--- src/design/scb_pkg.sv ---
// Shared constants and types for the shifted channel blend block.
package scb_pkg;

  localparam int MAX_WIDTH_DEF      = 1024;
  localparam int RED_ROWS_BACK_DEF  = 5;
  localparam int RED_COLS_AHEAD_DEF = 10;
  localparam int BLUE_ROWS_BACK_DEF = 10;
  localparam int BLUE_COLS_BACK_DEF = 5;

  localparam int PIX_W  = 8;
  localparam int FW_W   = 11;
  localparam int FH_W   = 13;
  localparam int ROW_W  = 12;
  localparam int CFG_W  = 13;
  localparam int SUM_W  = 12;

  localparam int MAX_HEIGHT = 4096;

  localparam logic [FW_W-1:0] FRAME_WIDTH_RST  = 11'd640;
  localparam logic [FH_W-1:0] FRAME_HEIGHT_RST = 13'd480;

  localparam logic CFG_FRAME_WIDTH  = 1'b0;
  localparam logic CFG_FRAME_HEIGHT = 1'b1;

  // Floor division by ten for sums below 4096: (v * 52429) >> 19.
  localparam int               DIV10_SHIFT = 19;
  localparam int               PROD_W      = 28;
  localparam logic [15:0]      DIV10_MUL   = 16'd52429;

  typedef struct packed {
    logic red_en;
    logic blue_en;
    logic last;
  } scb_flags_t;

endpackage

--- src/design/scb_blend.sv ---
// Two stage blend: weighted sum, then divide by ten into the output register.
module scb_blend (
  input  logic                        clk_i,
  input  logic                        rst_ni,
  input  logic                        in_valid_i,
  output logic                        in_stall_o,
  input  logic [scb_pkg::PIX_W-1:0]   red_far_i,
  input  logic [scb_pkg::PIX_W-1:0]   red_here_i,
  input  logic [scb_pkg::PIX_W-1:0]   green_i,
  input  logic [scb_pkg::PIX_W-1:0]   blue_far_i,
  input  logic [scb_pkg::PIX_W-1:0]   blue_here_i,
  input  scb_pkg::scb_flags_t         flags_i,
  output logic                        out_valid_o,
  input  logic                        out_stall_i,
  output logic [scb_pkg::PIX_W-1:0]   red_o,
  output logic [scb_pkg::PIX_W-1:0]   green_o,
  output logic [scb_pkg::PIX_W-1:0]   blue_o,
  output logic                        last_o
);

  localparam int SW = scb_pkg::SUM_W;
  localparam int PW = scb_pkg::PROD_W;

  logic                      v2_q, v3_q;
  logic                      en2, en3;
  logic [SW-1:0]             red_sum_d, blue_sum_d;
  logic [SW-1:0]             red_sum_q, blue_sum_q;
  logic [scb_pkg::PIX_W-1:0] green2_q;
  logic                      last2_q;
  logic [PW-1:0]             red_prod, blue_prod;
  logic [scb_pkg::PIX_W-1:0] red3_q, green3_q, blue3_q;
  logic                      last3_q;

  assign en3 = !v3_q || !out_stall_i;
  assign en2 = !v2_q || en3;
  assign in_stall_o = !en2;

  // A channel that is not blended uses ten times itself, so the divide returns it unchanged.
  always_comb begin
    if (flags_i.red_en) begin
      red_sum_d = SW'(red_far_i) * SW'(7) + SW'(red_here_i) * SW'(3);
    end else begin
      red_sum_d = SW'(red_here_i) * SW'(10);
    end
    if (flags_i.blue_en) begin
      blue_sum_d = SW'(blue_far_i) * SW'(7) + SW'(blue_here_i) * SW'(3);
    end else begin
      blue_sum_d = SW'(blue_here_i) * SW'(10);
    end
  end

  assign red_prod  = PW'(red_sum_q) * PW'(scb_pkg::DIV10_MUL);
  assign blue_prod = PW'(blue_sum_q) * PW'(scb_pkg::DIV10_MUL);

  always_ff @(posedge clk_i or negedge rst_ni) begin
    if (!rst_ni) begin
      v2_q <= 1'b0;
      v3_q <= 1'b0;
    end else begin
      if (en2) begin
        v2_q <= in_valid_i;
      end
      if (en3) begin
        v3_q <= v2_q;
      end
    end
  end

  always_ff @(posedge clk_i) begin
    if (en2) begin
      red_sum_q  <= red_sum_d;
      blue_sum_q <= blue_sum_d;
      green2_q   <= green_i;
      last2_q    <= flags_i.last;
    end
    if (en3) begin
      red3_q   <= red_prod[scb_pkg::DIV10_SHIFT +: scb_pkg::PIX_W];
      blue3_q  <= blue_prod[scb_pkg::DIV10_SHIFT +: scb_pkg::PIX_W];
      green3_q <= green2_q;
      last3_q  <= last2_q;
    end
  end

  assign out_valid_o = v3_q;
  assign red_o       = red3_q;
  assign green_o     = green3_q;
  assign blue_o      = blue3_q;
  assign last_o      = last3_q;

  a_no_drop: assert property (@(posedge clk_i) disable iff (!rst_ni)
    (v2_q && en3) |=> v3_q)
    else $error("item lost between sum and output stage");

endmodule

--- config.mk ---
export PLATFORM = sky130hd
export DESIGN_NAME = scb_blend
export DESIGN_NICKNAME = d
export VERILOG_FILES = /design/src/design/scb_pkg.sv /design/src/design/scb_blend.sv
export SDC_FILE = /design/constraint.sdc
export NUM_CORES = 1
export LEC_CHECK = 0
export BUFFER_PORTS_ARGS = -buffer_cell sky130_fd_sc_hd__buf_4
export CORE_MARGIN = 2
export CORE_UTILIZATION = 45
export DETAILED_ROUTE_END_ITERATION = 12
export HOLD_SLACK_MARGIN = 0.1
export PLACE_DENSITY_LB_ADDON = 0.08
export SLEW_MARGIN = 40
export SYNTH_ARGS = -nofsm -noshare
export SYNTH_HDL_FRONTEND = slang
export SYNTH_SLANG_ARGS = --single-unit
--- constraint.sdc ---
create_clock -name clk_i -period 9.3 [get_ports clk_i]
set_input_delay 2.325 -clock clk_i [delete_from_list [all_inputs] [get_ports clk_i]]
set_output_delay 2.325 -clock clk_i [all_outputs]
set_load 0.02 [all_outputs]
# Word-level counts from Yosys, hierarchy flattened
# Cells that the tools add are included.
# word_totals
output_inout_bits	27
regBits	60
wordCells	30
input_bits	47
# classes
reduce_logical	6
add_sub_neg	2
n_mux	2
n_mul	8
# op_table
op	count
$mul 12x16->27 const B	2
$mul 8x3->11 const B	4
$add 11x10->12	2
$mux 12	2
$mul 8x2->10 const B	2
$logic_not 1->1	4
$logic_or 1x1->1	2

# Longest topological paths before layout
# Gate-level depths: netlist of run 1.
# logic_depth
depth_word	4
depth_mapped	20
depth_no_buf	19

# Least setup slack after synthesis of run 1
# No wires, ideal clock.
# synth_timing
path_kind	input to output
from	input out_stall_i
to	output in_stall_o
path_stages	2
t_arrival_ns	3.588
required_ns	6.975
setup_slack_ns	3.387
n_path_buf	0
path_cell_list	nand3_1 > inv_1
# synth_via
elab_chain_cells	4
# synth_rtl
item	line_no	text
from (decl)	scb_blend.sv:14	input logic out_stall_i,
$logic_not 1->1	scb_blend.sv:34	assign en3 = !v3_q || !out_stall_i;
$logic_or 1x1->1	scb_blend.sv:34	
$logic_or 1x1->1	scb_blend.sv:35	assign en2 = !v2_q || en3;
$logic_not 1->1	scb_blend.sv:36	assign in_stall_o = !en2;
to (decl)	scb_blend.sv:6	output logic in_stall_o,
# No other way between the ends.

# Worst setup path after layout of run 1
# layout_timing
from	input blue_far_i[0] in the netlist's numbering
to	register blue_sum_q[9], data pin
# layout_via
elab_chain_cells	3
# layout_rtl
item	line_no	text
from (decl)	scb_blend.sv:10	input logic [scb_pkg::PIX_W-1:0] blue_far_i,
$mul 8x3->11	scb_blend.sv:46	blue_sum_d = SW'(blue_far_i) * SW'(7) + SW'(blue_here_i) * SW'(3);
$add 11x10->12	scb_blend.sv:46	
$mux 12	scb_blend.sv:45	if (flags_i.blue_en) begin
named net blue_sum_d[9]	scb_blend.sv:26	logic [SW-1:0] red_sum_d, blue_sum_d;
to (signal assigned)	scb_blend.sv:72	blue_sum_q <= blue_sum_d;
to (decl)	scb_blend.sv:27	logic [SW-1:0] red_sum_q, blue_sum_q;
# The timed path passes the listed nets, and every way through them passes these cells.
# A chain may end at the register's enable or synchronous reset.

==> run metrics, run 1 <==
cells along the critical path buf_4 > fa_1 > inv_1 > fa_1 > fa_1 > inv_1 > fa_1 > a21o_1 > a21oi_1 > nor2_1 > o21a_1 > o41ai_2 > xor2_1 > a21oi_1; post-route ant nets 0; delay-heaviest family, CP adder cells; CP peak stage delay about 520 ps; Initial Util between 40% and 50%; max-slew violations 0; initial antenna violation count 0; Synth Area in Compound Gates slightly below 9%; Die Y approximately 150 µm; post-synthesis sequential area ratio between 10% and 20%; Worst-Margin Slew between 600 and 700 ps; clk buf depth 2; Buffers on Ports 73; Max Freq 175 MHz; fin crit share between 60% and 70%; Total GRT Usage roughly 17%; Setup Viol. Count Final 0; Routability Congestion approximately 0.82; post-synthesis simple-gate area fraction roughly 5%; Synth Net Count 1,293; Slew HR 56.8%; CP required around 9400 ps; Routed WL about 18,000 µm; Worst Reg-to-Reg Cells 19; metal3 WL between 700 and 800 µm; synth warn 0; Post-layout nets around 1,400; HPWL Detailed around 16,000 µm; Reg-to-Reg Start blue_sum_q[10]; CP startpoint kind input port; crit path max fanout 3; Core Region between 20,000 and 25,000 µm²; Synth Area in Adders 53.4%; layout cells sized above 1 a little over a tenth; DR WL met2 6990 µm; XOR/XNOR Fraction of Synth Area ~4%; RSZ-0062 raised after global routing no; Hold Crit Endpoint green_o[3]; post-CTS resize count 0; largest net degree at the start of global routing 36; CTS root buffer clkbuf_16; CTS clk-pin slew, worst paths around 60 ps; minimum clock period between 5000 and 6000 ps; Max Used Layer met4; hold_buf cts 0; Die Area between 20,000 and 25,000 µm²; footprint of the multi-input gates about 7000 µm²; worst flop-to-flop path endpoint blue_o[7]; chip width roughly 150 µm; Hold Crit Class reg -> reg; GRT overflow 0; multiplexer share of the synthesized area 1.04%; setup TNS 0 ps; Hold Path Stages 0; Ports 74; TritonCTS buffer count 9; R2R setup slack roughly 4200 ps; Synth Flop Type edfxtp_1; first-pass GRT wire length just over 30,000 µm; Pre-antenna DRT Iters 4; Starting DRT DRC Count 220; worst skew pair latency ~340 ps; Ant. Diodes 0; Post-synth ARST share ~3.3%; synthesized area just under 10,000 µm²; final hold vios 0; H-tree levels 3; register area roughly 1800 µm²; Sink Count 60; Hold Startpoint green2_q[3]; Critical Path Most Common Cell fa_1; num rows 53; WS Path Type in -> reg; Critical path buffers and inverters 3; Distinct cells, synth 48; vias in the first global route 6,523; FILL cells 1,888; Cells after Synth slightly above 900; EDFF count, synth 58; DRC Markers 0; DR vias/cell a little under 5; via count around 6,100; Critical-path top delay cell fa_1; main combinational cell family by area after synthesis adder cells; status complete, no violations; crit path DAT between 5000 and 6000 ps; Max Cap Violations 0; Seq cells post-synth 60; P&R area growth vs syn 11.9%; Syn Area/Cell 10.6 µm²; CTS tree built; wire per inst ~14 µm; endpoint type of the worst setup path register; setup clock skew after layout ~10 ps; crit path launch blue_far_i[0]; Setup Buffers After CTS 0; met1 WL ~9700 µm
[cell usage in the layout, fill, tap and decap left out, types with 4 or more instances in the layout]
cell	netlist	layout
a21o_1	22	22
a21oi_1	45	45
and2_1	6	6
buf_4	0	73
clkbuf_16	0	9
edfxtp_1	58	58
fa_1	128	128
ha_1	208	208
inv_1	225	225
mux2_2	8	8
nand2_1	22	21
nand2b_1	4	4
nand3_1	7	6
nand4_1	4	4
nor2_1	33	33
nor2b_1	5	5
o21a_1	9	9
o21ai_0	14	14
o21ai_1	5	5
o21bai_1	8	8
or3_1	5	5
xnor2_1	31	31
xor2_1	14	14
[metrics by stage]
stage	util [%]	area (µm²)	setup slack (ps)	hold slack (ps)	cells
floorplan	-	9670	3390	400	910
global placement	50.1	10500	3330	401	1251
detailed placement	50.1	10500	3230	405	1251
CTS	51.4	10800	3520	409	1267
global route	51.4	10800	3420	417	1267
finish	51.4	10800	3590	407	1267
[layout make-up]
cell class                 count  area share (%)
inverter                     225            7.81
sequential                    60            16.6
clock buffer                  11            2.15
clock inverter                 5           0.347
tap                          275            3.18
multi-input combinational    618            64.9
timing repair buffer          73            5.07
[worst max-delay path by stage]
stage / endpoint / slack [ps] / depth (start not counted)
floorplan: in_stall_o / 3390 / 2
global placement: blue_sum_q[9] / 3330 / 14
detailed placement: blue_sum_q[9] / 3230 / 14
CTS: in_stall_o / 3520 / 4
global route: blue_sum_q[9] / 3420 / 14
finish: blue_sum_q[9] / 3590 / 14
[state kept, by name (all words and copies together), names as in the netlist]
| signal | flops |
|---|---|
| green2_q | 8 |
| last2_q | 1 |
| blue_sum_q | 12 |
| red_sum_q | 12 |
| red_o | 8 |
| blue_o | 8 |
| out_valid_o | 1 |
| last_o | 1 |
| v2_q | 1 |
| green_o | 8 |
[synth_stat cells (all sizes together) (2+ instances only)]
cell	number	share of area, %
a211oi	3	0.23
a21o	22	1.7
a21oi	46	2.4
a221oi	2	0.18
a31oi	2	0.13
and2	6	0.39
and3	3	0.19
clkbuf	6	0.23
dfrtp	2	0.52
edfxtp	58	18
fa	128	27
ha	208	27
inv	225	8.7
mux2	8	0.93
nand2	22	0.85
nand2b	4	0.26
nand3	7	0.36
nand3b	2	0.16
nand4	4	0.26
nor2	33	1.3
nor2b	5	0.32
nor3	3	0.16
nor4	2	0.13
o211ai	2	0.16
o21a	9	0.70
o21ai	19	0.98
o21bai	8	0.62
o221ai	2	0.18
o311ai	3	0.27
o31ai	3	0.34
o41ai	3	0.50
or3	5	0.32
xnor2	31	2.8
xor2	14	1.3
[logic make-up (layout without fill, tap and decap cells)]
logic type,count (synthesis),count (layout)
compound gates,129,129
flops,60,60
mux,9,9
fa+ha+maj,336,336
buf+inv,232,314
xor+xnor,45,45
simple gates,99,99
[per-layer routing]
layer / up-vias / track usage [%]
li1: 3151 / -
met1: 2826 / 26.9
met2: 94 / 24.9
met3: 18 / 3.24
met4: 0 / 3.92
met5: - / 0
Power of run 1 is not shown: default switching activity piles up to over one toggle a cycle in this logic, so the estimate is an artifact.
==> run 2, diff against run 1 <==
==> constraint.sdc (replaced) <==
create_clock -name clk_i -period 4.6 [get_ports clk_i]
set_input_delay 1.15 -clock clk_i [delete_from_list [all_inputs] [get_ports clk_i]]
set_output_delay 1.15 -clock clk_i [all_outputs]
set_load 0.02 [all_outputs]
==> run 2 against run 1 <==
Compared with the run above:
- the flow now finishes with violations (setup timing)
- cell area up 11%
- non-clock buffer count up 98
- via count up 6.6%
- critical path type is now reg -> reg
- largest cell class unchanged
- highest routed layer unchanged
==> run metrics, run 2 (same netlist as run 1, synthesis figures left out) <==
Setup WS post-layout -50.9 ps (-3640 ps); TritonCTS buffer count 9 (unchanged); GRT overflow 0 (unchanged); Total GRT Usage 18.3% (+1.0 points); Pre-antenna DRT Iters 4 (unchanged); P&R area growth vs syn 23.7%; FILL cells 1,832 (-3.0%); endpoint type of the worst setup path register; cells along the critical path inv_1 > ha_1 > inv_2 > fa_1 > inv_2 > fa_1 > inv_1 > fa_1 > inv_1 > fa_1 > inv_2 > ha_4 > a21oi_4 > nor3_2 > a2111oi_2 > a21oi_2 > o41ai_4 > a21oi_2 > xor2_1; Setup Viol. Count Final 9 (+9); Ant. Diodes 0 (unchanged); Sink Count 60 (unchanged); area post-placement 11,200 µm² (+6.0%); CTS tree built; crit path DAT 4730 ps (-1070 ps); final hold vios 0 (unchanged); Slew HR 66.1% (+9.2 points); Initial Util 46.0% (unchanged); Hold Crit Class reg -> reg; layout cells sized above 1 24.5% (+14 points); DR vias/cell 4.76 (-1.0%); Critical-path top delay cell fa_1; Routed WL 18,900 µm (+6.9%); violated checks setup timing; grt met3 use 3.30% (+0.061 points); met1 Usage GRT 27.2% (+0.38 points); Cells after DPL 1,332 (+6.5%); busiest grt layer met2; first-pass GRT wire length 32,900 µm (+6.1%); Starting DRT DRC Count 243 (+10%); wire per inst 13.9 µm (-0.68%); Design Area, Final 12,000 µm² (+11%); setup clock skew after layout 7.75 ps (-2.51 ps); CP startpoint kind register; CTS clk-pin slew, worst paths 50 ps (about the same); Core Region 21,000 µm² (unchanged); CP peak stage delay 520 ps (about the same); vias in the first global route 6,886 (+5.6%); minimum clock period ~4700 ps; initial antenna violation count 0 (unchanged); largest net degree at the start of global routing 35 (-2.8%); clk buf depth 2 (unchanged); post-route ant nets 0 (unchanged); WS Path Type reg -> reg; CP required 4680 ps (-4700 ps); Max Freq about 220 MHz; chip width 151 µm (unchanged); fin crit share 101%; Die Y 151 µm (unchanged); Max Cap Violations 0 (unchanged); largest registers blue_sum_q: 12 flops, red_sum_q: 12 flops; most frequent cells in the layout inv_1 (208), ha_1 (192), buf_4 (169); status finished with violations; Critical Path Most Common Cell fa_1; routing usage on met2 28.0% (+3.2 points); Ports 74 (unchanged); RSZ-0062 raised after global routing yes; via count 6,489 (+6.6%); Post-layout nets 1,468 (+7.2%); Buffers on Ports 73 (unchanged); H-tree levels 3 (unchanged); CTS root buffer clkbuf_16; worst skew pair latency 330 ps (about the same); crit path max fanout 3 (unchanged); max-slew violations 0 (unchanged); Non-Filler Instances 1,364 (+7.7%); num rows 53 (unchanged); most common cell after layout, fill and taps aside inv_1; Die Area 22,700 µm² (unchanged); DRC Markers 0 (unchanged); HPWL Detailed 16,600 µm (+4.6%); Routability Congestion 0.810 (-0.66%); Worst-Margin Slew 502 ps (-143 ps); final core utilization 56.9% (+5.4 points)
[run 2: cell count changes in the layout (fill, tap and decap cells not counted), moves of 7 or more]
cell     delta
inv_1      -17
a21oi_2     +7
fa_2        +9
buf_4      +96
a21oi_1     -9
ha_1       -16
ha_4       +13
inv_2      +16
fa_1        -9
[run 2: worst paths after layout]
kind,start,to,slack [ps],cells after the start
worst max register to register,blue_sum_q[10],blue_o[6],-50,19
min in group asynchronous,rst_ni,v2_q,590,1
worst min-delay path,green2_q[4],green_o[4],420,0
max in group asynchronous,rst_ni,out_valid_o,3920,1
worst min register to register,green2_q[4],green_o[4],420,0
worst max-delay path,blue_sum_q[10],blue_o[6],-50,19
[run 2: metal layers]
layer  part of all wire (%)  vias up
met5                      0        -
met4                    1.0        0
met3                    4.1       13
met2                     43      108
met1                     52     3026
li1                       -     3342
[run 2: timing repair]
action,in CTS,in global routing
hold buffers,0,0
pin swaps,42,38
setup buffers,14,5
setup endpoints to repair,16,19
gates resized for setup,36,37
[run 2: layout make-up]
cell class              instances  area, µm²  share of cell area [%]
repair buffers                171       1290                    10.8
inverters                     225        847                    7.08
well taps                     275        344                    2.88
flip-flops and latches         60       1790                    15.0
clock buffers                   9        225                    1.88
clock inverters                 6       80.1                   0.670
multi-input cells             618       7380                    61.7
[run 2: critical path, delay by kind of cell (launching register included)]
family          cells  cell delay, ps
xor+xnor            1             160
buf+inv             6             330
simple gates        1              50
flops               1             380
compound gates      5            1000
fa+ha+maj           6            2480
[run 2: through the flow]
| stage | hold WS (ps) | TNS [ps] | setup WS, ps |
|---|---|---|---|
| after floorplan | 400 | 0 | 1.60 |
| after global placement | 401 | -1560 | -158 |
| after detailed placement | 408 | -2900 | -282 |
| after CTS | 420 | -646 | -97.2 |
| after global routing | 425 | -2690 | -253 |
| final | 418 | -240 | -50.9 |
Power of run 2 is left out for the same reason.
==> run 3, diff against run 2 <==
--- a/config.mk
+++ b/config.mk
@@ -8,9 +8,11 @@
 export BUFFER_PORTS_ARGS = -buffer_cell sky130_fd_sc_hd__buf_4
 export CORE_MARGIN = 2
 export CORE_UTILIZATION = 45
+export CTS_CLUSTER_DIAMETER = 150
 export DETAILED_ROUTE_END_ITERATION = 12
 export HOLD_SLACK_MARGIN = 0.1
 export PLACE_DENSITY_LB_ADDON = 0.08
+export RECOVER_POWER = 50
 export SLEW_MARGIN = 40
 export SYNTH_ARGS = -nofsm -noshare
 export SYNTH_HDL_FRONTEND = slang
==> run 3 against run 2 <==
Compared with the run above:
- the run ends with capacitance limit, slew limit, setup timing left
- maximum frequency barely moved
- die area is the same
- utilization shrank 0.065 points
- via count barely moved
- register-to-register slack about the same
- setup slack improved by 1.1 ps
- flip-flop and latch count unchanged
- final cell count unchanged
- non-clock buffer count stayed put
- cell area is 0.11% lower
- worst hold slack worse by 1.8 ps
- critical endpoint unchanged
- highest routed layer unchanged
==> run metrics, run 3 (same netlist as run 1, synthesis figures left out) <==
H-tree levels 3 (unchanged); post-route ant nets 0 (unchanged); Critical path buffers and inverters 6 (unchanged); delay-heaviest family, CP adder cells; wire per inst 13.8 µm (-0.16%); CTS clk-pin slew, worst paths 50 ps (about the same); HPWL Detailed 16,600 µm (unchanged); hold_buf cts 0 (unchanged); crit path max fanout 3 (unchanged); WHS 417 ps (-1.84 ps); clk buf depth 2 (unchanged); Sink Count 60 (unchanged); CP peak stage delay 520 ps (about the same); final hold vios 0 (unchanged); Die Y 151 µm (unchanged); Post-layout nets 1,468 (unchanged); cells along the critical path inv_1 > ha_1 > inv_2 > fa_1 > inv_2 > fa_1 > inv_1 > fa_1 > inv_1 > fa_1 > inv_2 > ha_4 > a21oi_4 > nor3_2 > a2111oi_2 > a21oi_2 > o41ai_4 > a21oi_2 > xor2_1; Max Cap Violations 1 (+1); CTS tree built; layout cells sized above 1 24.2% (-0.37 points); max-slew violations 35 (+35); CP required 4680 ps (about the same); Routability Congestion 0.810 (unchanged); final core utilization 56.8% (-0.065 points); GRT overflow 0 (unchanged); DRC Markers 0 (unchanged); Core Region 21,000 µm² (unchanged); initial antenna violation count 0 (unchanged); setup clock skew after layout 8.19 ps (+0.436 ps); most frequent cells in the layout inv_1 (208), ha_1 (192), buf_4 (157); largest net degree at the start of global routing 35 (unchanged); Ports 74 (unchanged); minimum clock period 4650 ps (-1.08 ps); worst skew pair latency 330 ps (about the same); P&R area growth vs syn 23.6%; Slew HR -18.7% (-85 points); Worst-Margin Slew 1780 ps (+1280 ps); Ant. Diodes 0 (unchanged); Starting DRT DRC Count 240 (-1.2%); Hold Crit Class reg -> reg; endpoint type of the worst setup path register; first-pass GRT wire length 32,900 µm (unchanged); chip width 151 µm (unchanged); largest registers blue_sum_q: 12 flops, red_sum_q: 12 flops; violated checks capacitance limit, slew limit, setup timing; fin crit share 101% (about the same); Design Area, Final 11,900 µm² (-0.11%); DR vias/cell 4.76 (about the same); vias in the first global route 6,886 (unchanged); Non-Filler Instances 1,364 (unchanged); Critical Path Most Common Cell fa_1; Initial Util 46.0% (unchanged); CP startpoint kind register; Setup WS post-layout -49.8 ps (+1.08 ps); Cells after DPL 1,332 (unchanged); Critical-path top delay cell fa_1; TritonCTS buffer count 9 (unchanged); crit path DAT 4730 ps (about the same); CTS root buffer clkbuf_16; Max Freq 215 MHz (about the same); area post-placement 11,200 µm² (unchanged); status finished with violations; FILL cells 1,836 (+0.22%); Die Area 22,700 µm² (unchanged); RSZ-0062 raised after global routing yes; most common cell after layout, fill and taps aside inv_1; Buffers on Ports 73 (unchanged); Pre-antenna DRT Iters 4 (unchanged); WS Path Type reg -> reg; Total GRT Usage 18.3% (unchanged); Setup Viol. Count Final 8 (-1); num rows 53 (unchanged); via count 6,492 (+0.046%); Routed WL 18,900 µm (-0.16%)
-- run 3: metal layers --
metal / global-route usage, % / wire length (µm)
met2: 28.0 / 8090
met3: 3.30 / 770
met5: 0 / 0
met4: 3.73 / 197
met1: 27.2 / 9820
-- run 3: area by class of cell --
class	count	area, µm²	area share [%]
multi-input cells	618	7380	61.8
clock inverters	6	80.1	0.670
flip-flops and latches	60	1790	15.0
repair buffers	171	1280	10.7
well taps	275	344	2.88
inverters	225	847	7.09
clock buffers	9	225	1.89
-- run 3: repair_timing --
action                                 in CTS  in global routing
endpoints found under the hold margin       0                  0
gates resized for setup                    36                 37
setup endpoints to repair                  16                 19
setup buffers                              14                  5
pin swaps                                  42                 38
-- run 3: final timing paths --
check | end | startpoint | cells past startpoint | slack [ps]
worst max-delay path | blue_o[6] | blue_sum_q[10] | 19 | -50
worst min-delay path | green_o[4] | green2_q[4] | 0 | 420
worst max register to register | blue_o[6] | blue_sum_q[10] | 19 | -50
worst min register to register | green_o[4] | green2_q[4] | 0 | 420
max in group asynchronous | out_valid_o | rst_ni | 1 | 3870
min in group asynchronous | v2_q | rst_ni | 1 | 600
-- run 3: worst reg2reg max path: cells and delay by family (launching register included) --
kind	cells	cell delay, ps
xor+xnor	1	170
fa+ha+maj	6	2480
simple gates	1	50
compound gates	5	1000
buf+inv	6	330
flops	1	380
-- run 3: metrics by stage --
step                setup slack [ps]  TNS (ps)
floorplan                       1.60         0
global placement                -158     -1560
detailed placement              -282     -2900
CTS                            -97.2      -646
global route                    -253     -2690
finish                         -49.8      -236
Power of run 3 is left out for the same reason.
