[config.mk]
export PLATFORM = sky130hd
export DESIGN_NAME = scb_coord
export DESIGN_NICKNAME = d
export VERILOG_FILES = /design/src/design/scb_pkg.sv /design/src/design/scb_coord.sv
export SDC_FILE = /design/constraint.sdc
export NUM_CORES = 1
export LEC_CHECK = 0
export BUFFER_PORTS_ARGS = -buffer_cell sky130_fd_sc_hd__buf_2
export CAP_MARGIN = 20
export CORE_UTILIZATION = 30
export DETAILED_ROUTE_END_ITERATION = 12
export HOLD_SLACK_MARGIN = 0.12
export PLACE_DENSITY = 0.59
export SYNTH_ARGS = -nofsm -noshare
export SYNTH_HDL_FRONTEND = slang
export SYNTH_SLANG_ARGS = --single-unit
export TNS_END_PERCENT = 100
[constraint.sdc]
create_clock -name clk_i -period 11.1 [get_ports clk_i]
set_input_delay 2.22 -clock clk_i [delete_from_list [all_inputs] [get_ports clk_i]]
set_output_delay 2.22 -clock clk_i [all_outputs]
set_load 0.01 [all_outputs]
[src/design/scb_pkg.sv]
// Shared constants and types for the shifted channel blend block.
package scb_pkg;

  localparam int MAX_WIDTH_DEF      = 1024;
  localparam int RED_ROWS_BACK_DEF  = 5;
  localparam int RED_COLS_AHEAD_DEF = 10;
  localparam int BLUE_ROWS_BACK_DEF = 10;
  localparam int BLUE_COLS_BACK_DEF = 5;

  localparam int PIX_W  = 8;
  localparam int FW_W   = 11;
  localparam int FH_W   = 13;
  localparam int ROW_W  = 12;
  localparam int CFG_W  = 13;
  localparam int SUM_W  = 12;

  localparam int MAX_HEIGHT = 4096;

  localparam logic [FW_W-1:0] FRAME_WIDTH_RST  = 11'd640;
  localparam logic [FH_W-1:0] FRAME_HEIGHT_RST = 13'd480;

  localparam logic CFG_FRAME_WIDTH  = 1'b0;
  localparam logic CFG_FRAME_HEIGHT = 1'b1;

  // Floor division by ten for sums below 4096: (v * 52429) >> 19.
  localparam int               DIV10_SHIFT = 19;
  localparam int               PROD_W      = 28;
  localparam logic [15:0]      DIV10_MUL   = 16'd52429;

  typedef struct packed {
    logic red_en;
    logic blue_en;
    logic last;
  } scb_flags_t;

endpackage

[src/design/scb_coord.sv]
// Column, row and line store slot tracking for the incoming pixel stream.
module scb_coord #(
  parameter int MAX_WIDTH      = scb_pkg::MAX_WIDTH_DEF,
  parameter int RED_ROWS_BACK  = scb_pkg::RED_ROWS_BACK_DEF,
  parameter int RED_COLS_AHEAD = scb_pkg::RED_COLS_AHEAD_DEF,
  parameter int BLUE_ROWS_BACK = scb_pkg::BLUE_ROWS_BACK_DEF,
  parameter int BLUE_COLS_BACK = scb_pkg::BLUE_COLS_BACK_DEF,
  localparam int RED_SLOTS  = RED_ROWS_BACK,
  localparam int BLUE_SLOTS = BLUE_ROWS_BACK + 1,
  localparam int RSW = (RED_SLOTS > 1) ? $clog2(RED_SLOTS) : 1,
  localparam int BSW = $clog2(BLUE_SLOTS),
  localparam int CW  = $clog2(MAX_WIDTH)
) (
  input  logic                        clk_i,
  input  logic                        rst_ni,
  input  logic                        accept_i,
  input  logic                        frame_start_i,
  input  logic [scb_pkg::FW_W-1:0]    frame_width_i,
  input  logic [scb_pkg::FH_W-1:0]    frame_height_i,
  output scb_pkg::scb_flags_t         flags_o,
  output logic [CW-1:0]               col_o,
  output logic [RSW-1:0]              red_slot_o,
  output logic [CW-1:0]               red_rd_col_o,
  output logic [BSW-1:0]              blue_wr_slot_o,
  output logic [BSW-1:0]              blue_rd_slot_o,
  output logic [CW-1:0]               blue_rd_col_o
);

  localparam int EW = ($clog2(MAX_WIDTH + 1) > scb_pkg::FW_W) ?
                      $clog2(MAX_WIDTH + 1) : scb_pkg::FW_W;
  localparam int HW = scb_pkg::FH_W;
  localparam logic [BSW-1:0] BRD_INIT = BSW'(1 % BLUE_SLOTS);

  logic [CW-1:0]              col_q, col_d;
  logic [scb_pkg::ROW_W-1:0]  row_q, row_d;
  logic [RSW-1:0]             rslot_q, rslot_d;
  logic [BSW-1:0]             bwslot_q, bwslot_d;
  logic [BSW-1:0]             brslot_q, brslot_d;

  logic [EW-1:0]   w_eff;
  logic [HW-1:0]   h_eff;
  logic            col_clr, row_clr;
  logic [CW-1:0]   x;
  logic [scb_pkg::ROW_W-1:0] y;
  logic [EW-1:0]   xe;
  logic [EW:0]     x_plus1, x_plus_c;
  logic [HW-1:0]   y_plus1;
  logic            row_end, frame_wrap;
  logic [RSW-1:0]  rslot_cur;
  logic [BSW-1:0]  bwslot_cur, brslot_cur;

  // Zero sizes act as one; sizes above the maximum are clamped to it.
  always_comb begin
    if (frame_width_i == '0) begin
      w_eff = EW'(1);
    end else if (EW'(frame_width_i) > EW'(MAX_WIDTH)) begin
      w_eff = EW'(MAX_WIDTH);
    end else begin
      w_eff = EW'(frame_width_i);
    end
    if (frame_height_i == '0) begin
      h_eff = HW'(1);
    end else if (frame_height_i > HW'(scb_pkg::MAX_HEIGHT)) begin
      h_eff = HW'(scb_pkg::MAX_HEIGHT);
    end else begin
      h_eff = frame_height_i;
    end
  end

  assign col_clr = frame_start_i || (EW'(col_q) >= w_eff);
  assign row_clr = frame_start_i || (HW'(row_q) >= h_eff);
  assign x = col_clr ? '0 : col_q;
  assign y = row_clr ? '0 : row_q;
  assign rslot_cur  = row_clr ? '0 : rslot_q;
  assign bwslot_cur = row_clr ? '0 : bwslot_q;
  assign brslot_cur = row_clr ? BRD_INIT : brslot_q;

  assign xe       = EW'(x);
  assign x_plus1  = (EW+1)'(xe) + (EW+1)'(1);
  assign x_plus_c = (EW+1)'(xe) + (EW+1)'(RED_COLS_AHEAD);
  assign y_plus1  = HW'(y) + HW'(1);

  assign row_end    = x_plus1 >= (EW+1)'(w_eff);
  assign frame_wrap = y_plus1 >= h_eff;

  assign flags_o.red_en  = (y > scb_pkg::ROW_W'(RED_ROWS_BACK)) &&
                           (x_plus_c < (EW+1)'(w_eff));
  assign flags_o.blue_en = (y > scb_pkg::ROW_W'(BLUE_ROWS_BACK)) &&
                           (xe > EW'(BLUE_COLS_BACK));
  assign flags_o.last    = (x_plus1 == (EW+1)'(w_eff)) && (y_plus1 == h_eff);

  assign col_o          = x;
  assign red_slot_o     = rslot_cur;
  assign red_rd_col_o   = CW'(x_plus_c);
  assign blue_wr_slot_o = bwslot_cur;
  assign blue_rd_slot_o = brslot_cur;
  assign blue_rd_col_o  = CW'(xe - EW'(BLUE_COLS_BACK));

  always_comb begin
    col_d    = CW'(x_plus1);
    row_d    = y;
    rslot_d  = rslot_cur;
    bwslot_d = bwslot_cur;
    brslot_d = brslot_cur;
    if (row_end) begin
      col_d = '0;
      if (frame_wrap) begin
        row_d    = '0;
        rslot_d  = '0;
        bwslot_d = '0;
        brslot_d = BRD_INIT;
      end else begin
        row_d    = scb_pkg::ROW_W'(y_plus1);
        rslot_d  = (rslot_cur == RSW'(RED_SLOTS - 1)) ? '0 : rslot_cur + RSW'(1);
        bwslot_d = (bwslot_cur == BSW'(BLUE_SLOTS - 1)) ? '0 : bwslot_cur + BSW'(1);
        brslot_d = (brslot_cur == BSW'(BLUE_SLOTS - 1)) ? '0 : brslot_cur + BSW'(1);
      end
    end
  end

  always_ff @(posedge clk_i or negedge rst_ni) begin
    if (!rst_ni) begin
      col_q    <= '0;
      row_q    <= '0;
      rslot_q  <= '0;
      bwslot_q <= '0;
      brslot_q <= BRD_INIT;
    end else if (accept_i) begin
      col_q    <= col_d;
      row_q    <= row_d;
      rslot_q  <= rslot_d;
      bwslot_q <= bwslot_d;
      brslot_q <= brslot_d;
    end
  end

  // The blue read slot always runs one slot ahead of the write slot.
  a_blue_slot_order: assert property (@(posedge clk_i) disable iff (!rst_ni)
    brslot_q == ((bwslot_q == BSW'(BLUE_SLOTS - 1)) ? '0 : bwslot_q + BSW'(1)))
    else $error("blue read slot out of step with write slot");

  a_last_wraps: assert property (@(posedge clk_i) disable iff (!rst_ni)
    (accept_i && flags_o.last) |=> (col_q == '0 && row_q == '0))
    else $error("coordinates did not wrap after last pixel");

endmodule

Yosys cells after proc, flatten, opt, wreduce, memory -nomap -nowiden
Index checks and enable logic that the tools add are counted.
{"block": "word_totals", "register_bits": 33, "in_bits": 28, "output_inout_bits": 44, "elab_cells": 55}
{"block": "classes", "addsub": 7, "magnitude_cmp": 10, "eq_ne": 5, "muxes": 21, "n_reduce_logical": 7}
{"cell": "$mux 12", "count": 3}
{"cell": "$mux 4", "count": 8}
{"cell": "$mux 13", "count": 2}
{"cell": "$mux 11", "count": 2}
{"cell": "$mux 10", "count": 2}
{"cell": "$add 12x1->13 const B", "count": 1}
{"cell": "$eq 13x13->1", "count": 1}
{"cell": "$ge 12x13->1", "count": 1}
{"cell": "$ge 13x13->1", "count": 1}
{"cell": "$gt 13x13->1 const B", "count": 1}
{"cell": "$logic_not 13->1", "count": 1}
{"cell": "$gt 12x3->1 const B", "count": 1}
{"cell": "$gt 12x4->1 const B", "count": 1}
{"cell": "$mux 3", "count": 4}
{"cell": "$add 10x1->11 const B", "count": 1}
{"cell": "$add 10x4->11 const B", "count": 1}
{"cell": "$eq 11x11->1", "count": 1}
{"cell": "$ge 10x11->1", "count": 1}
{"cell": "$ge 11x11->1", "count": 1}
{"cell": "$gt 11x11->1 const B", "count": 1}
{"cell": "$logic_not 11->1", "count": 1}
{"cell": "$lt 11x11->1", "count": 1}
{"cell": "$gt 10x3->1 const B", "count": 1}
{"cell": "$sub 10x3->10 const B", "count": 1}
{"cell": "other kinds (6)", "count": 11}

Logic depth before layout (Yosys ltp)
Gate-level depths: netlist of run 1.
{"block": "depth", "ltp_word": 10, "ltp_mapped": 27, "ltp_nobuf": 24}

Worst setup path after synthesis of run 1
No wires, ideal clock.
{"block": "synth_path", "path_type": "input to output", "start": "input port frame_width_i[7] (netlist bit)", "end": "output port flags_o[2] (netlist bit)", "arrival_ps": 6624, "t_required_ps": 8880, "slack_ps": 2256, "stages": 21, "path_buffers": 2, "path_cell_list": "nor4_1 -> a31oi_1 -> nor2_1 -> ha_1 -> a211o_1 -> a211o_1 -> nand4_2 -> and2_1 -> buf_2 -> nand2_1 -> inv_1 -> ha_1 -> clkbuf_1 -> o2111ai_1 -> xor2_1 -> nor2_1 -> ha_1 -> a21o_1 -> a211o_1 -> a2111oi_0 -> o31a_1"}
{"element": "start: declaration", "line_no": "scb_coord.sv:18", "rtl": "input logic [scb_pkg::FW_W-1:0] frame_width_i,"}
{"element": "end: declaration", "line_no": "scb_coord.sv:20", "rtl": "output scb_pkg::scb_flags_t flags_o,"}

==> key figures, run 1 <==
Run status
  • Run status: finished clean

STA
  • Clock Skew: 0.00410 ns
  • Min Clock Period, post-route: 9.78 ns
  • Slew HR: 37.6%
  • RSZ-0062 raised after global routing: no
  • Period Utilization, post-route: 88.1%
  • Setup-failing EPs final: 0
  • Total count of max-transition violations in the final report: 0
  • Peak clock frequency supported by timing: 0.102 GHz
  • Setup TNS: 0 ns
  • Hold Vio Cnt, Final: 0
  • Slew @ Worst Pin: 0.935 ns

Routing
  • Via-to-Cell Ratio: 5.35
  • Post-DRT Antenna Nets: 0
  • DRC violations left: 0
  • Routed wirelength normalized by instance count: 15.5 µm
  • Total vias in the final route: 4184
  • Routed wire length: 12100 µm
  • Number of detailed-routing iterations run before antenna repair: 5
  • Initial DRC count: 259

Hold path
  • Worst Hold Class: reg2reg

Synth
  • Primary FF master, synth: sky130_fd_sc_hd__dfrtp_1
  • Asr flop ratio synth: 100%
  • Number of flops mapped to enable cells by yosys: 0
  • Yosys warning total: 0
  • Sequential element share of the synthesized area: 20.0%
  • Count of distinct cell types in the synthesized netlist: 64
  • Syn Inst Count: 550
  • Average instance area after synthesis: 7.53 µm²
  • Synth Register Bits: 33
  • Syn Nets: 649
  • Post-synth design cell area: 4140 µm²

Die
  • Horizontal die dimension: 120 µm
  • Core region area: 13300 µm²
  • Count of boundary I/O pins: 72
  • DIE HEIGHT: 120 µm
  • Area of the die: 14300 µm²
  • Row Count: 42
  • Initial core utilization: 31.0%

Critical path
  • Critical path class: in2out
  • Cell breakdown of the critical path: buf_2 > clkinv_1 > nand2_1 > ha_1 > a211oi_1 > o21ai_0 > a21oi_1 > and2_1 > nand2_1 > inv_1 > ha_1 > o2111ai_1 > xor2_1 > nor2_1 > ha_1 > a21o_1 > a211o_1 > a2111oi_0 > o31a_1 > buf_2
  • Launching element type of the critical path: input pin
  • Largest fanout of any net on the critical path: 12
  • Arrival time of the worst setup path: 7.56 ns
  • Type of destination of the critical path: primary output
  • CP max stage delay: 0.62 ns
  • Endpoint required time on the critical path: 8.88 ns
  • Cell occurring most often along the worst timing path: sky130_fd_sc_hd__ha_1
  • Slowest CP cell: sky130_fd_sc_hd__a2111oi_0

Finish
  • Filler Cell Count: 1404
  • Area growth from synthesis to layout: 15.8%
  • Number of nets in the final layout: 704
  • Non-filler cells, final: 782
  • Share of cells above drive strength 1: 15.5%
  • Inserted Diodes: 0

Place
  • Number of buffers inserted by port buffering: 71
  • Placed Cells incl. Taps: 774
  • GP Congestion: 0.867
  • HPWL after DPL: 9510 µm

Clock tree
  • Root cell of the clock tree: sky130_fd_sc_hd__clkbuf_16
  • Hold Buf Count CTS: 0
  • Buffer levels on the longest clock path: 2
  • Post-CTS clock slew at the launch and capture registers of the worst setup and hold paths: 0.05 ns
  • Depth of the CTS H-tree: 2
  • CTS sink count: 33
  • Clock latency reported for the late side of the worst-skew pair: 0.28 ns
  • Setup repair bufs after CTS: 0
  • Clock tree from TritonCTS: yes
  • Number of clock buffers inserted by TritonCTS: 5
  • # resized after CTS: 0

Power and ir drop
  • Power density normalized to cell area: 96.1 nW/µm²
  • Highest ir drop seen on vdd: 0.0510 mV
  • Overall power after layout: 0.000461 W
  • Cell leakage power: 2.34 nW

Global route
  • Wire length of the first global-routing pass: 20200 µm
  • Global-route usage over all layers: 17.2%
  • Number of global-route vias before repair: 4027
  • Global route total overflow: 0
  • Initial antenna violation count: 0
  • Maximum number of pins on one net before global-route repair: 34

Flow run
  • Total of max-cap violations: 0
path summary, 6_finish.rpt:
kind                                          from  cells past startpoint  slack (ns)                      end
setup / recovery                 frame_width_i[10]                     20        1.32               flags_o[2]
hold / removal             brslot_q[0]$_DFFE_PN1P_                      2        0.50  brslot_q[0]$_DFFE_PN1P_
setup reg to reg              col_q[9]$_DFFE_PN0P_                     21        4.82     row_q[6]$_DFFE_PN0P_
hold reg to reg            brslot_q[0]$_DFFE_PN1P_                      2        0.50  brslot_q[0]$_DFFE_PN1P_
max in group asynchronous                   rst_ni                      1        8.58     col_q[4]$_DFFE_PN0P_
min in group asynchronous                   rst_ni                      1        2.02     row_q[5]$_DFFE_PN0P_
cell usage in the layout (no fill, tap or decap), types with 3 or more instances in the layout:
cell	n
sky130_fd_sc_hd__nand2_1	78
sky130_fd_sc_hd__ha_1	71
sky130_fd_sc_hd__buf_2	71
sky130_fd_sc_hd__nor2_1	61
sky130_fd_sc_hd__inv_1	34
sky130_fd_sc_hd__a21oi_1	33
sky130_fd_sc_hd__o21ai_0	32
sky130_fd_sc_hd__dfrtp_1	32
sky130_fd_sc_hd__xnor2_1	16
sky130_fd_sc_hd__nor3_1	14
sky130_fd_sc_hd__xor2_1	11
sky130_fd_sc_hd__nand3_1	11
sky130_fd_sc_hd__nand4_1	10
sky130_fd_sc_hd__and3_1	10
sky130_fd_sc_hd__nor4_1	9
sky130_fd_sc_hd__a211oi_1	8
sky130_fd_sc_hd__and2_1	7
sky130_fd_sc_hd__or2_2	6
sky130_fd_sc_hd__nor2b_1	5
sky130_fd_sc_hd__o22ai_1	5
sky130_fd_sc_hd__a22o_1	5
sky130_fd_sc_hd__clkbuf_16	5
sky130_fd_sc_hd__o211ai_1	4
sky130_fd_sc_hd__or3_1	4
sky130_fd_sc_hd__nand2b_1	4
sky130_fd_sc_hd__o2bb2ai_1	4
sky130_fd_sc_hd__a211o_1	3
sky130_fd_sc_hd__nor3b_1	3
sky130_fd_sc_hd__a31oi_1	3
sky130_fd_sc_hd__a21o_1	3
sky130_fd_sc_hd__a221o_1	3
worst max-delay path: cells and delay by family:
family | cells | cell delay [ns]
AND/OR/NAND/NOR | 4 | 1.10
XOR/XNOR | 1 | 0.22
buffers and inverters | 4 | 0.65
AO/OA/AOI/OAI | 8 | 2.44
adder cells (fa/ha/maj) | 3 | 0.92
metrics by stage:
stage	area (µm²)	setup WS (ns)	hold slack (ns)	utilization, %
finish	4800	1.32	0.497	35.9
global route	4800	0.985	0.506	35.9
CTS	4800	1.40	0.498	35.9
detailed placement	4620	1.42	0.490	34.6
global placement	4620	1.61	0.476	34.6
floorplan	4140	2.26	0.462	-
where the power goes:
group	total, W	internal, W	switching [W]
Combinational	0.000154	0.0000598	0.0000942
Sequential	0.000144	0.000130	0.0000141
Clock	0.000163	0.000112	0.0000509
Total	0.000461	0.000302	0.000159
metal layers:
layer  vias to the layer above  share of wire, %  global-route usage (%)  wire (µm)
li1                       2076                 -                       -          -
met1                      1976                47                    22.4       5700
met2                       119                47                    30.3       5730
met3                        13               4.8                    2.28        582
met4                         0              0.87                    3.05        106
met5                         -                 0                       0          0
synth_stat cells (all sizes together) (3+ instances only):
master | number | area, µm²
nor2 | 62 | 233
nor2b | 5 | 31.3
o211ai | 5 | 42.5
buf | 7 | 41.3
xor2 | 11 | 96.3
nand3 | 11 | 55.1
or2 | 7 | 43.8
o22ai | 5 | 31.3
nor3 | 15 | 86.3
nor4 | 10 | 77.6
nor3b | 3 | 22.5
ha | 71 | 888
nand2 | 79 | 299
nand2b | 4 | 25.0
and2 | 8 | 50.1
a31oi | 3 | 18.8
a211o | 3 | 26.3
or3 | 4 | 25.0
a21o | 3 | 22.5
a211oi | 8 | 60.1
dfrtp | 32 | 801
a221o | 3 | 30.0
o21ai | 34 | 174
and3 | 10 | 62.6
o2bb2ai | 4 | 35.0
a22o | 5 | 43.8
inv | 34 | 128
a21oi | 33 | 165
clkbuf | 17 | 63.8
nand4 | 11 | 75.1
xnor2 | 16 | 140
flip-flops by register name, indices dropped and copies added (netlist names):
name,cells
col_q,10
rslot_q,3
brslot_q,4
row_q,12
bwslot_q,4
area by class of cell:
cell class	instances	area [µm²]	share of cell area [%]
clock buffers	7	143	2.97
clock inverters	1	30.0	0.626
inverters	35	131	2.74
multi-input cells	458	3080	64.3
flip-flops and latches	33	827	17.2
well taps	176	220	4.59
repair buffers	72	363	7.56
kinds of logic after synthesis:
| logic type | Yosys count | share of synthesized area [%] |
|---|---|---|
| and+or+nand+nor | 233 | 27.0 |
| AOI/OAI and AO/OA | 125 | 19.7 |
| adders and majority gates | 71 | 21.4 |
| buffers and inverters | 59 | 5.71 |
| DFF | 33 | 20.0 |
| xor gates and xnor gates | 27 | 5.71 |
| muxes | 2 | 0.483 |
Power figures use the tool's default switching activity.
==> run 2, diff against run 1 <==
==> constraint.sdc (replaced) <==
create_clock -name clk_i -period 9.1 [get_ports clk_i]
set_input_delay 1.82 -clock clk_i [delete_from_list [all_inputs] [get_ports clk_i]]
set_output_delay 1.82 -clock clk_i [all_outputs]
set_load 0.01 [all_outputs]
==> run 2 against run 1 <==
  * Largest cell class unchanged
  * Cell area down 0.37%
  * Register-to-register slack worse by 1.5 ns
  * First-iteration DRC count shrank 10%
  * Critical path depth is 2 higher
  * Hold slack better by 0.011 ns
  * Critical path type unchanged
  * Sequential share of layout area is 0.063 points higher
  * Total power grew 15%
  * Flip-flop and latch count unchanged
  * Combinational power grew 23%
  * Die area unchanged
==> key figures, run 2 (same netlist as run 1, synthesis figures left out) <==
Finish
  • Register containing the most flip-flops in the final layout: row_q
  • Number of nets in the final layout: 705
  • Largest registers ranked by flip-flop count: row_q x12, col_q x10
  • Max reg flops: 12
  • Area growth from synthesis to layout: 15.3%
  • Most common cell after layout, fill and taps aside: sky130_fd_sc_hd__nand2_1
  • Share of cells above drive strength 1: 16.1%
  • Commonest cells after routing, fill and taps aside: 78 x sky130_fd_sc_hd__nand2_1, 71 x sky130_fd_sc_hd__ha_1, 71 x sky130_fd_sc_hd__buf_2, 61 x sky130_fd_sc_hd__nor2_1, 34 x sky130_fd_sc_hd__inv_1
  • Inserted Diodes: 0
  • Filler Cell Count: 1427

STA
  • Slew @ Worst Pin: 0.911 ns
  • Slew HR: 39.2%
  • Setup TNS: 0 ns
  • Clock Skew: 0.00660 ns
  • Total count of max-transition violations in the final report: 0
  • Setup-failing EPs final: 0
  • RSZ-0062 raised after global routing: no
  • Min Clock Period, post-route: 8.73 ns
  • Hold Vio Cnt, Final: 0
  • Peak clock frequency supported by timing: 0.114 GHz
  • Period Utilization, post-route: 96.0%

Clock tree
  • Clock latency reported for the late side of the worst-skew pair: 0.28 ns
  • Root cell of the clock tree: sky130_fd_sc_hd__clkbuf_16
  • Depth of the CTS H-tree: 2
  • Clock tree from TritonCTS: yes
  • # resized after CTS: 0
  • Setup repair bufs after CTS: 0
  • CTS sink count: 33
  • Buffer levels on the longest clock path: 2
  • Hold Buf Count CTS: 0
  • Post-CTS clock slew at the launch and capture registers of the worst setup and hold paths: 0.06 ns
  • Number of clock buffers inserted by TritonCTS: 5

Power and ir drop
  • Overall power after layout: 0.000529 W
  • Switching power of the nets: 0.000197 W
  • Highest ir drop seen on vdd: 0.0734 mV
  • Int Power: 0.000332 W
  • Clock power share: 31.2%
  • Flop pwr share: 33.2%
  • Comb power frac: 35.7%
  • Power density normalized to cell area: 111 nW/µm²
  • Cell leakage power: 2.33 nW
  • Fraction of power spent switching nets: 37.3%

Routing
  • Routed wirelength normalized by instance count: 15.4 µm
  • Via-to-Cell Ratio: 5.33
  • Post-DRT Antenna Nets: 0
  • DRC violations left: 0
  • Number of detailed-routing iterations run before antenna repair: 4
  • Initial DRC count: 232
  • Routed wire length: 12100 µm
  • Total vias in the final route: 4171

Critical path
  • Launching element type of the critical path: input pin
  • Largest fanout of any net on the critical path: 12
  • Startpoint of the most critical register-to-register path: col_q[9]$_DFFE_PN0P_
  • Arrival time of the worst setup path: 6.91 ns
  • Slowest CP cell: sky130_fd_sc_hd__a2111oi_0
  • Critical path startpoint: frame_width_i[8]
  • Cell breakdown of the critical path: buf_2 > nor4_1 > a31oi_1 > nor2_1 > ha_1 > a211o_1 > a211o_1 > nand4_2 > and2_2 > nand2_1 > inv_1 > ha_1 > buf_4 > o2111ai_1 > xor2_1 > nor2_1 > ha_1 > a21o_1 > a211o_1 > a2111oi_0 > o31a_1 > buf_2
  • Critical path class: in2out
  • CP max stage delay: 0.55 ns
  • Type of destination of the critical path: primary output
  • Buffer and inverter count on the worst path: 4
  • Endpoint required time on the critical path: 7.28 ns
  • Largest delay contributor family on the critical path: compound AO/OA/AOI/OAI gates

Place
  • Number of buffers inserted by port buffering: 71
  • GP Congestion: 0.870
  • HPWL after DPL: 9430 µm

Global route
  • Global route total overflow: 0
  • Global-route usage over all layers: 17.1%
  • Wire length of the first global-routing pass: 20100 µm
  • Maximum number of pins on one net before global-route repair: 34
  • Number of global-route vias before repair: 4045
  • Initial antenna violation count: 1

Flow run
  • Total of max-cap violations: 0

Hold path
  • Startpoint of the tightest hold check path: brslot_q[0]$_DFFE_PN1P_
  • Worst Hold Class: reg2reg

Run status
  • Run status: finished clean

Die
  • Core region area: 13300 µm²
  • Count of boundary I/O pins: 72
  • Initial core utilization: 31.0%
  • DIE HEIGHT: 120 µm
  • Horizontal die dimension: 120 µm
  • Area of the die: 14300 µm²
  • Row Count: 42
-- run 2: cell types whose count changed in the layout (fill, tap and decap cells not counted), sizes merged --
cell	change
buf	+1
bufinv	-1
clkinvlp	+1
clkbuf	-2
clkinv	+2
-- run 2: final cells by class --
class	count	area, µm²	share of cell area [%]
clock buffer	5	125	2.62
clock inverter	3	17.5	0.366
inverter	35	131	2.75
multi-input combinational	458	3090	64.6
sequential	33	827	17.3
tap	176	220	4.61
timing repair buffer	73	370	7.75
-- run 2: worst register-to-register path: cells and delay by family (launching register included) --
kind | cells | cell delay, ns
compound gates | 8 | 2.33
xor+xnor | 1 | 0.14
fa+ha+maj | 3 | 0.91
buf+inv | 1 | 0.18
flops | 1 | 0.59
simple gates | 8 | 1.56
-- run 2: power groups by stage --
stage	clock network, W	logic [W]	registers [W]
final	0.000165	0.000189	0.000175
after global routing	0.000176	0.000214	0.000177
after CTS	0.000168	0.000189	0.000175
after detailed placement	0	0.000188	0.000177
after global placement	0	0.000183	0.000177
after floorplan	0	0.000131	0.000170
-- run 2: per-layer routing --
layer,up-vias,global-route usage (%),share of wire [%]
met5,-,0,0
met4,0,4.69,1.7
met3,16,2.00,5.2
met2,116,28.4,45
met1,1963,23.4,48
li1,2076,-,-
-- run 2: path summary, 6_finish.rpt --
kind                       slack, ns  cells past startpoint                 endpoint
max                             0.37                     22               flags_o[2]
min                             0.51                      2  brslot_q[0]$_DFFE_PN1P_
max reg2reg                     3.29                     21     row_q[6]$_DFFE_PN0P_
min reg2reg                     0.51                      2  brslot_q[0]$_DFFE_PN1P_
max in group asynchronous       6.96                      1     col_q[5]$_DFFE_PN0P_
min in group asynchronous       1.63                      1     row_q[1]$_DFFE_PN0P_
-- run 2: stage by stage --
step                      instances  hold slack (ns)  setup slack (ns)  utilization [%]  area [µm²]
after global placement          775            0.477             0.380             34.7        4630
after detailed placement        775            0.488             0.288             34.7        4630
final                           783            0.508             0.366             35.8        4780
after global routing            783            0.518             0.120             35.8        4780
after CTS                       783            0.504             0.250             35.8        4770
after floorplan                 550            0.462              1.06                -        4140
